===== config.mk =====
export PLATFORM = sky130hd
export DESIGN_NAME = nsc_parser
export DESIGN_NICKNAME = d
export VERILOG_FILES = /design/src/rtl/core/nsc_pkg.sv /design/src/rtl/core/nsc_parser.sv
export SDC_FILE = /design/constraint.sdc
export NUM_CORES = 1
export LEC_CHECK = 0
export ABC_AREA = 0
export BUFFER_PORTS_ARGS = -buffer_cell sky130_fd_sc_hd__buf_2
export CAP_MARGIN = 20
export CORE_MARGIN = 5
export CORE_UTILIZATION = 40
export CTS_CLUSTER_SIZE = 14
export DETAILED_ROUTE_END_ITERATION = 7
export HOLD_SLACK_MARGIN = 0.1
export MAX_ROUTING_LAYER = met4
export PLACE_DENSITY = 0.74
export SETUP_SLACK_MARGIN = 0.15
export SLEW_MARGIN = 0
export SYNTH_ARGS = -nofsm -noshare
export SYNTH_HDL_FRONTEND = slang
export SYNTH_SLANG_ARGS = --single-unit
export TNS_END_PERCENT = 5

===== constraint.sdc =====
create_clock -name clock -period 2.41 [get_ports clock]
set_input_delay 0.1205 -clock clock [delete_from_list [all_inputs] [get_ports clock]]
set_output_delay 0.1205 -clock clock [all_outputs]
set_load 0.03 [all_outputs]

===== src/rtl/core/nsc_pkg.sv =====
// Package with types, character codes and helpers for the NMEA checksum checker.
`timescale 1ns / 1ps
`default_nettype none

package nsc_pkg;

   localparam logic [7:0] CHAR_DOLLAR = 8'h24;
   localparam logic [7:0] CHAR_BANG   = 8'h21;
   localparam logic [7:0] CHAR_STAR   = 8'h2A;
   localparam logic [7:0] CHAR_COMMA  = 8'h2C;
   localparam logic [7:0] CHAR_CR     = 8'h0D;
   localparam logic [7:0] CHAR_LF     = 8'h0A;

   localparam logic [7:0] MAX_BODY_LENGTH_RESET = 8'd80;

   typedef enum logic [1:0] {
      PH_WAIT = 2'd0,
      PH_BODY = 2'd1,
      PH_SUM  = 2'd2
   } phase_type;

   typedef enum logic [2:0] {
      EV_IGNORED  = 3'd0,
      EV_ACCEPT   = 3'd1,
      EV_VALID    = 3'd2,
      EV_MISMATCH = 3'd3,
      EV_DROP     = 3'd4
   } event_type;

   typedef struct packed {
      event_type  event_res;
      logic [7:0] received_checksum;
      logic [7:0] computed_checksum;
   } result_type;

   // Returns {is_hex, nibble} for an ASCII hex digit of either case.
   function automatic logic [4:0] hex_decode(input logic [7:0] b);
      logic [7:0] d;
      logic       ok;
      begin
         d  = 8'd0;
         ok = 1'b1;
         if (b inside {[8'h30:8'h39]}) begin
            d = b - 8'h30;
         end else if (b inside {[8'h61:8'h66]}) begin
            d = b - 8'h57;
         end else if (b inside {[8'h41:8'h46]}) begin
            d = b - 8'h37;
         end else begin
            ok = 1'b0;
         end
         hex_decode = {ok, d[3:0]};
      end
   endfunction

endpackage

`default_nettype wire


===== src/rtl/core/nsc_parser.sv =====
// Sentence state and per-byte parse logic of the NMEA checksum checker.
`timescale 1ns / 1ps
`default_nettype none

module nsc_parser (
   input  wire logic               clock,
   input  wire logic               reset,
   input  wire logic               step,
   input  wire logic [7:0]         rx_byte,
   input  wire logic [7:0]         max_body_length,
   output nsc_pkg::result_type     result
);

   nsc_pkg::phase_type phase_ff, phase_in;
   logic [7:0] parity_ff, parity_in;
   logic [7:0] body_count_ff, body_count_in;
   logic [7:0] checksum_ff, checksum_in;
   logic [1:0] digits_ff, digits_in;
   logic       stopped_ff, stopped_in;

   logic       eol;
   logic [4:0] hex;

   assign eol = (rx_byte == nsc_pkg::CHAR_CR) || (rx_byte == nsc_pkg::CHAR_LF);
   assign hex = nsc_pkg::hex_decode(rx_byte);

   always_comb begin
      phase_in      = phase_ff;
      parity_in     = parity_ff;
      body_count_in = body_count_ff;
      checksum_in   = checksum_ff;
      digits_in     = digits_ff;
      stopped_in    = stopped_ff;
      result.event_res         = nsc_pkg::EV_IGNORED;
      result.received_checksum = 8'd0;
      result.computed_checksum = 8'd0;
      case (phase_ff)
         nsc_pkg::PH_BODY: begin
            if (eol) begin
               phase_in         = nsc_pkg::PH_WAIT;
               result.event_res = nsc_pkg::EV_DROP;
            end else if (rx_byte == nsc_pkg::CHAR_STAR) begin
               phase_in         = nsc_pkg::PH_SUM;
               checksum_in      = 8'd0;
               digits_in        = 2'd0;
               stopped_in       = 1'b0;
               result.event_res = nsc_pkg::EV_ACCEPT;
            end else if (body_count_ff >= max_body_length) begin
               phase_in         = nsc_pkg::PH_WAIT;
               result.event_res = nsc_pkg::EV_DROP;
            end else begin
               body_count_in    = body_count_ff + 8'd1;
               parity_in        = parity_ff ^ rx_byte;
               result.event_res = nsc_pkg::EV_ACCEPT;
            end
         end
         nsc_pkg::PH_SUM: begin
            if ((rx_byte == nsc_pkg::CHAR_COMMA) || (rx_byte == nsc_pkg::CHAR_STAR)) begin
               phase_in         = nsc_pkg::PH_WAIT;
               result.event_res = nsc_pkg::EV_DROP;
            end else if (eol) begin
               phase_in                 = nsc_pkg::PH_WAIT;
               result.received_checksum = checksum_ff;
               result.computed_checksum = parity_ff;
               if ((digits_ff != 2'd0) && (checksum_ff == parity_ff)) begin
                  result.event_res = nsc_pkg::EV_VALID;
               end else begin
                  result.event_res = nsc_pkg::EV_MISMATCH;
               end
            end else begin
               if (!stopped_ff && (digits_ff < 2'd2)) begin
                  if (!hex[4]) begin
                     stopped_in = 1'b1;
                  end else begin
                     checksum_in = {checksum_ff[3:0], hex[3:0]};
                     digits_in   = digits_ff + 2'd1;
                  end
               end
               result.event_res = nsc_pkg::EV_ACCEPT;
            end
         end
         default: begin
            phase_in = nsc_pkg::PH_WAIT;
            if ((rx_byte == nsc_pkg::CHAR_DOLLAR) || (rx_byte == nsc_pkg::CHAR_BANG)) begin
               phase_in         = nsc_pkg::PH_BODY;
               parity_in        = 8'd0;
               body_count_in    = 8'd0;
               checksum_in      = 8'd0;
               digits_in        = 2'd0;
               stopped_in       = 1'b0;
               result.event_res = nsc_pkg::EV_ACCEPT;
            end
         end
      endcase
   end

   always_ff @(posedge clock) begin
      if (reset) begin
         phase_ff      <= nsc_pkg::PH_WAIT;
         parity_ff     <= 8'd0;
         body_count_ff <= 8'd0;
         checksum_ff   <= 8'd0;
         digits_ff     <= 2'd0;
         stopped_ff    <= 1'b0;
      end else if (step) begin
         phase_ff      <= phase_in;
         parity_ff     <= parity_in;
         body_count_ff <= body_count_in;
         checksum_ff   <= checksum_in;
         digits_ff     <= digits_in;
         stopped_ff    <= stopped_in;
      end
   end

endmodule

`default_nettype wire

==> results.toml, run 1 <==
[placed_design]
place.gp.congestion = 0.822
portBuffers = 37
hpwl_microns = 4110

[worst_hold_path]
hp-start = "rx_byte[1]"
min_path_cells = 3
worstHoldPathType = "input port to flop"

[routing]
initialDrtViolationCount = 141
route.detailed.wl_per_inst_microns = 14.1
dr.pass1.iters = 4
viasPerCell = 5.25
drc = 0
antenna_left = 0
routed-via-count = 2015
drt-total-wl_microns = 5430

[floorplan]
rows = 27
dieHeight_microns = 84.6
core_area_sq_um = 5440
ios = 38
start_util_pct = 40.9
chipWidth_microns = 84.6
dieArea_sq_um = 7150

[clock_network]
cts_tree = "built"
clk_path_buf_depth = 2
numCtsBuffers = 5
clkSlewWorstSetupHoldPaths_ns = 0.07
hold_buffers = 0
cts_root_buf = "clkbuf_8"
clk_latency_ns = 0.29
clkSinkCount = 29
htree_levels = 2

[yosys]
synth_seq_area_share_pct = 26.1
synthesis.area_sq_um = 2220
synth-async-reset-ratio_pct = 0
yosysWarningCount = 0
synth_edf_count = 0
syn_inst = 264
ys.flop_type = "dfxtp_1"
synth_fp_nets = 300
synth_seq_cells = 29
avgSynthCellArea_sq_um = 8.43
yosysUniqueCellTypes = 49

[global_routing]
grt_pass1_wl_microns = 9360
grt_max_degree = 23
grtUsageTotal_pct = 16.3
grt_overflow = 0
grt_pass1_vias = 1990
antenna_found_initial = 0

[setup_path]
crit_path_frequent_cell = "buf_4"
max_stage_delay_ns = 0.52
arrival_ns = 2.14
required_ns = 2.29
critPathKind = "flop to output port"
endpoint_kind = "output port"
crit_path_start = "body_count_ff[1]"
crit_slowest_cell = "or4_4"
crit_chain = "ha_2 > or4_4 > a21oi_2 > o31ai_1 > buf_4 > nor2_1 > o21ai_1 > a22oi_1 > buf_4"
r2r_cells = 8
path_max_fanout = 7
r2r-start = "body_count_ff[1]"
crit_path_start_kind = "flop"

[sta]
setup_viol = 0
worst_slew_pin_slew_ns = 0.737
period_share_pct = 93.9
whs_ns = 0.142
skew_ns = 0.00401
relSlewSlack_pct = 50.9
layout_min_cycle_time_ns = 2.26
rsz0062_at_grt = "yes"
finalHoldViolations = 0
max_freq_mhz = 442
tns_ns = 0
final_max_slew_viol_count = 0

[power_and_ir_drop]
p_per_area_nw_per_um2 = 375
ir_worst_vdd_v = 0.000247
p_leak_nw = 1.32

[final_layout]
post-route-util_pct = 48.7
area_delta_synth_final_pct = 19.0
fillers = 528
drive_above_1_share_pct = 28.5
nNetsFinal = 347
layout_common_cells = "buf_2 (37), dfxtp_1 (27), inv_1 (21), nor2_1 (19), and3_1 (19)"
final_common_cell = "buf_2"
diodes = 0

[flow_run]
cap_violations = 0

[outcome]
status = "finished, final reports clean"
==> worst max-delay path: cells and delay by family, from the launching register on <==
family / cells / cell delay, ns
simple gates: 2 / 0.61
fa+ha+maj: 1 / 0.16
flops: 1 / 0.33
compound gates: 4 / 0.42
buf+inv: 2 / 0.35
==> state kept, by name, indices dropped and copies added, names as in the netlist <==
register / cells
phase_ff: 2
digits_ff: 2
checksum_ff: 8
body_count_ff: 8
stopped_ff: 1
parity_ff: 8
==> report_power, final <==
group	internal, mW	switching [mW]	leakage [nW]
sequential	0.480	0.000744	0.235
clock	0.202	0.206	0.0364
combinational	0.0419	0.0606	1.05
total	0.724	0.267	1.32
==> final cells by class <==
type	instances	area, sq um	share of cell area, %
Multi-Input combinational cell	201	1490	56.5
Sequential cell	29	583	22.0
Timing Repair Buffer	53	309	11.7
Tap cell	72	90.1	3.40
Inverter	21	78.8	2.98
Clock buffer	5	68.8	2.60
Clock inverter	3	22.5	0.851
==> metrics by stage <==
stage	cell area (sq um)	power (mW)	instances	setup slack, ns
2_1_floorplan	2230	0.559	264	0.117
3_3_place_gp	2490	0.589	370	0.133
3_5_place_dp	2490	0.591	370	0.111
4_1_cts	2620	0.997	382	0.0899
5_1_grt	2650	1.03	384	0.0390
6_report	2650	0.991	384	0.147
==> cell usage after synthesis (all sizes together) (8+ instances only) <==
master | count | area, sq um
dfxtp | 29 | 581
inv | 21 | 78.8
and3 | 19 | 119
nor2 | 19 | 71.3
nand2 | 18 | 67.6
ha | 17 | 213
a21oi | 14 | 70.1
clkbuf | 10 | 57.6
o21ai | 10 | 61.3
a22o | 9 | 78.8
nand3 | 9 | 45.0
xnor2 | 9 | 78.8
nand2b | 8 | 50.1
nor3 | 8 | 73.8
==> per-layer routing <==
layer	share of wire [%]	track usage [%]	wire, microns
met4	2.1	5.90	112
met3	2.7	2.94	144
met2	50	26.4	2700
met5	0	-	0
met1	46	20.3	2480
==> timing repair <==
action                     in CTS  in global routing
gates resized for setup         7                  3
setup endpoints to repair       4                 28
gates cloned                    0                  1
setup buffers                   4                  1
pin swaps                       4                  2
==> worst paths after layout <==
path	endpoint	slack, ns
max	result[16]	0.15
min	parity_ff[1]	0.14
max reg2reg	phase_ff[1]	0.18
min reg2reg	stopped_ff	0.48
==> kinds of logic (layout without fill, tap and decap cells) <==
| logic type | count (synthesis) | count (layout) | share of synthesized area (%) |
|---|---|---|---|
| adder cells (fa/ha/maj) | 17 | 17 | 9.56 |
| flip-flops | 29 | 29 | 26.1 |
| AND/OR/NAND/NOR | 106 | 106 | 29.3 |
| AO/OA/AOI/OAI | 55 | 55 | 17.5 |
| XOR/XNOR | 13 | 13 | 5.12 |
| buffers and inverters | 34 | 82 | 7.65 |
| multiplexers | 10 | 10 | 4.72 |
Note: power is estimated with default switching activity, not from simulation.
==> run 2, diff against run 1 <==
CTS_CLUSTER_DIAMETER = 120   (was unset)
REMOVE_ABC_BUFFERS = 1   (was unset)
==> results.toml, run 2 (synthesized netlist as in run 1, its figures left out) <==
[routing]
route.detailed.wl_per_inst_microns = 14.4
routed-via-count = 2075
drt-total-wl_microns = 5560
dr.pass1.iters = 4
drc = 0
viasPerCell = 5.36
initialDrtViolationCount = 166
antenna_left = 0

[sta]
skew_ns = 0.00416
max_freq_mhz = 420
layout_min_cycle_time_ns = 2.38
setup_viol = 0
relSlewSlack_pct = 47.0
final_max_slew_viol_count = 0
finalHoldViolations = 0
worst_slew_pin_slew_ns = 0.795
period_share_pct = 98.7
rsz0062_at_grt = "yes"
whs_ns = 0.155

[global_routing]
grt_pass1_wl_microns = 9810
grt_max_degree = 22
grt_overflow = 0
antenna_found_initial = 0
grtUsageTotal_pct = 17.2
grt_pass1_vias = 2138

[clock_network]
clkSinkCount = 29
clk_path_buf_depth = 2
clkSlewWorstSetupHoldPaths_ns = 0.07
clk_latency_ns = 0.29
numCtsBuffers = 5
cts_tree = "built"
hold_buffers = 0
cts_root_buf = "clkbuf_8"
htree_levels = 2

[setup_path]
r2r-start = "body_count_ff[4]"
critPathKind = "flop to output port"
arrival_ns = 2.26
r2r_cells = 9
endpoint_kind = "output port"
crit_path_start = "body_count_ff[4]"
r2r_setup_slack_ns = 0.07
r2r_end = "phase_ff[1]"
required_ns = 2.29
path_max_fanout = 3
endpoint = "result[16]"
crit_path_start_kind = "flop"

[final_layout]
final_area_sq_um = 2780
layout_common_cells = "buf_2 (36), dfxtp_1 (26), inv_1 (21), and3_1 (19)"
largestRegisters = "body_count_ff: 8 flops, checksum_ff: 8 flops, parity_ff: 8 flops"
drive_above_1_share_pct = 31.7
area_delta_synth_final_pct = 25.0
nNetsFinal = 350
diodes = 0
post-route-util_pct = 51.1
final_common_cell = "buf_2"

[floorplan]
core_area_sq_um = 5440
ios = 38
start_util_pct = 40.9
chipWidth_microns = 84.6
dieArea_sq_um = 7150
rows = 27
dieHeight_microns = 84.6

[power_and_ir_drop]
p_per_area_nw_per_um2 = 431
ir_worst_vdd_v = 0.000175
intPower_mw = 0.933
combPwrFrac_pct = 9.0
clkPwrFrac_pct = 51.0
seqPwrFrac_pct = 40.0
p_leak_nw = 1.38
p_switching_mw = 0.265
p_sw_share_pct = 22.1

[outcome]
status = "finished, final reports clean"

[placed_design]
portBuffers = 37
place.gp.congestion = 0.887
placed_cell_area_sq_um = 2510
hpwl_microns = 4210

[worst_hold_path]
worstHoldPathType = "input port to flop"
min_path_cells = 3

[flow_run]
cap_violations = 0
-- run 2: worst min path at each step --
| stage | to | startpoint |
|---|---|---|
| global route | parity_ff[0] | rx_byte[0] |
| floorplan | parity_ff[5] | reset |
| detailed placement | parity_ff[1] | rx_byte[1] |
| global placement | parity_ff[1] | rx_byte[1] |
| finish | parity_ff[0] | rx_byte[0] |
| CTS | parity_ff[1] | rx_byte[1] |
-- run 2: cell type report --
class,instances,area [sq um]
Clock buffer,5,68.8
Multi-Input combinational cell,201,1550
Clock inverter,3,65.1
Sequential cell,29,587
Inverter,21,78.8
Timing Repair Buffer,56,338
Tap cell,72,90.1
Fill cell,509,2660
-- run 2: critical path: stages, from the launching register on --
cell and delay, ns:
dfxtp_4 0.36, ha_4 0.15, or4_4 0.52, a21oi_2 0.13, o31ai_2 0.07, buf_4 0.16, buf_6 0.12, nor2_4 0.07
o21ai_2 0.05, a22oi_1 0.15, buf_4 0.19
-- run 2: per-layer routing --
layer / vias up / global-route usage, % / routed length (microns)
met5: - / - / 0
met4: 0 / 8.63 / 180
met3: 16 / 3.34 / 258
met2: 60 / 26.5 / 2680
met1: 956 / 21.3 / 2450
li1: 1043 / - / -
-- run 2: what timing repair did --
item                                    4_1_cts  5_1_grt
gates cloned                                  0        0
resized for setup                            10       15
pin swaps                                     5       13
endpoints found under the setup margin        6       25
buffers inserted                              5        0
-- run 2: through the flow --
step	cells	setup WS, ns	TNS, ns	total power, mW
floorplan	251	-0.140	-0.225	0.547
global placement	374	0.116	0	0.591
detailed placement	374	0.0758	0	0.594
CTS	387	0.0254	0	1.20
global route	387	-0.0622	-0.144	1.25
finish	387	0.0312	0	1.20
-- run 2: power by group through the flow --
stage                     registers (mW)  logic [mW]  clock network [mW]
after global routing               0.479       0.122               0.646
after floorplan                    0.491      0.0557                   0
after detailed placement           0.491       0.103                   0
after global placement             0.491      0.0999                   0
after CTS                          0.480       0.105               0.619
final                              0.479       0.108               0.611
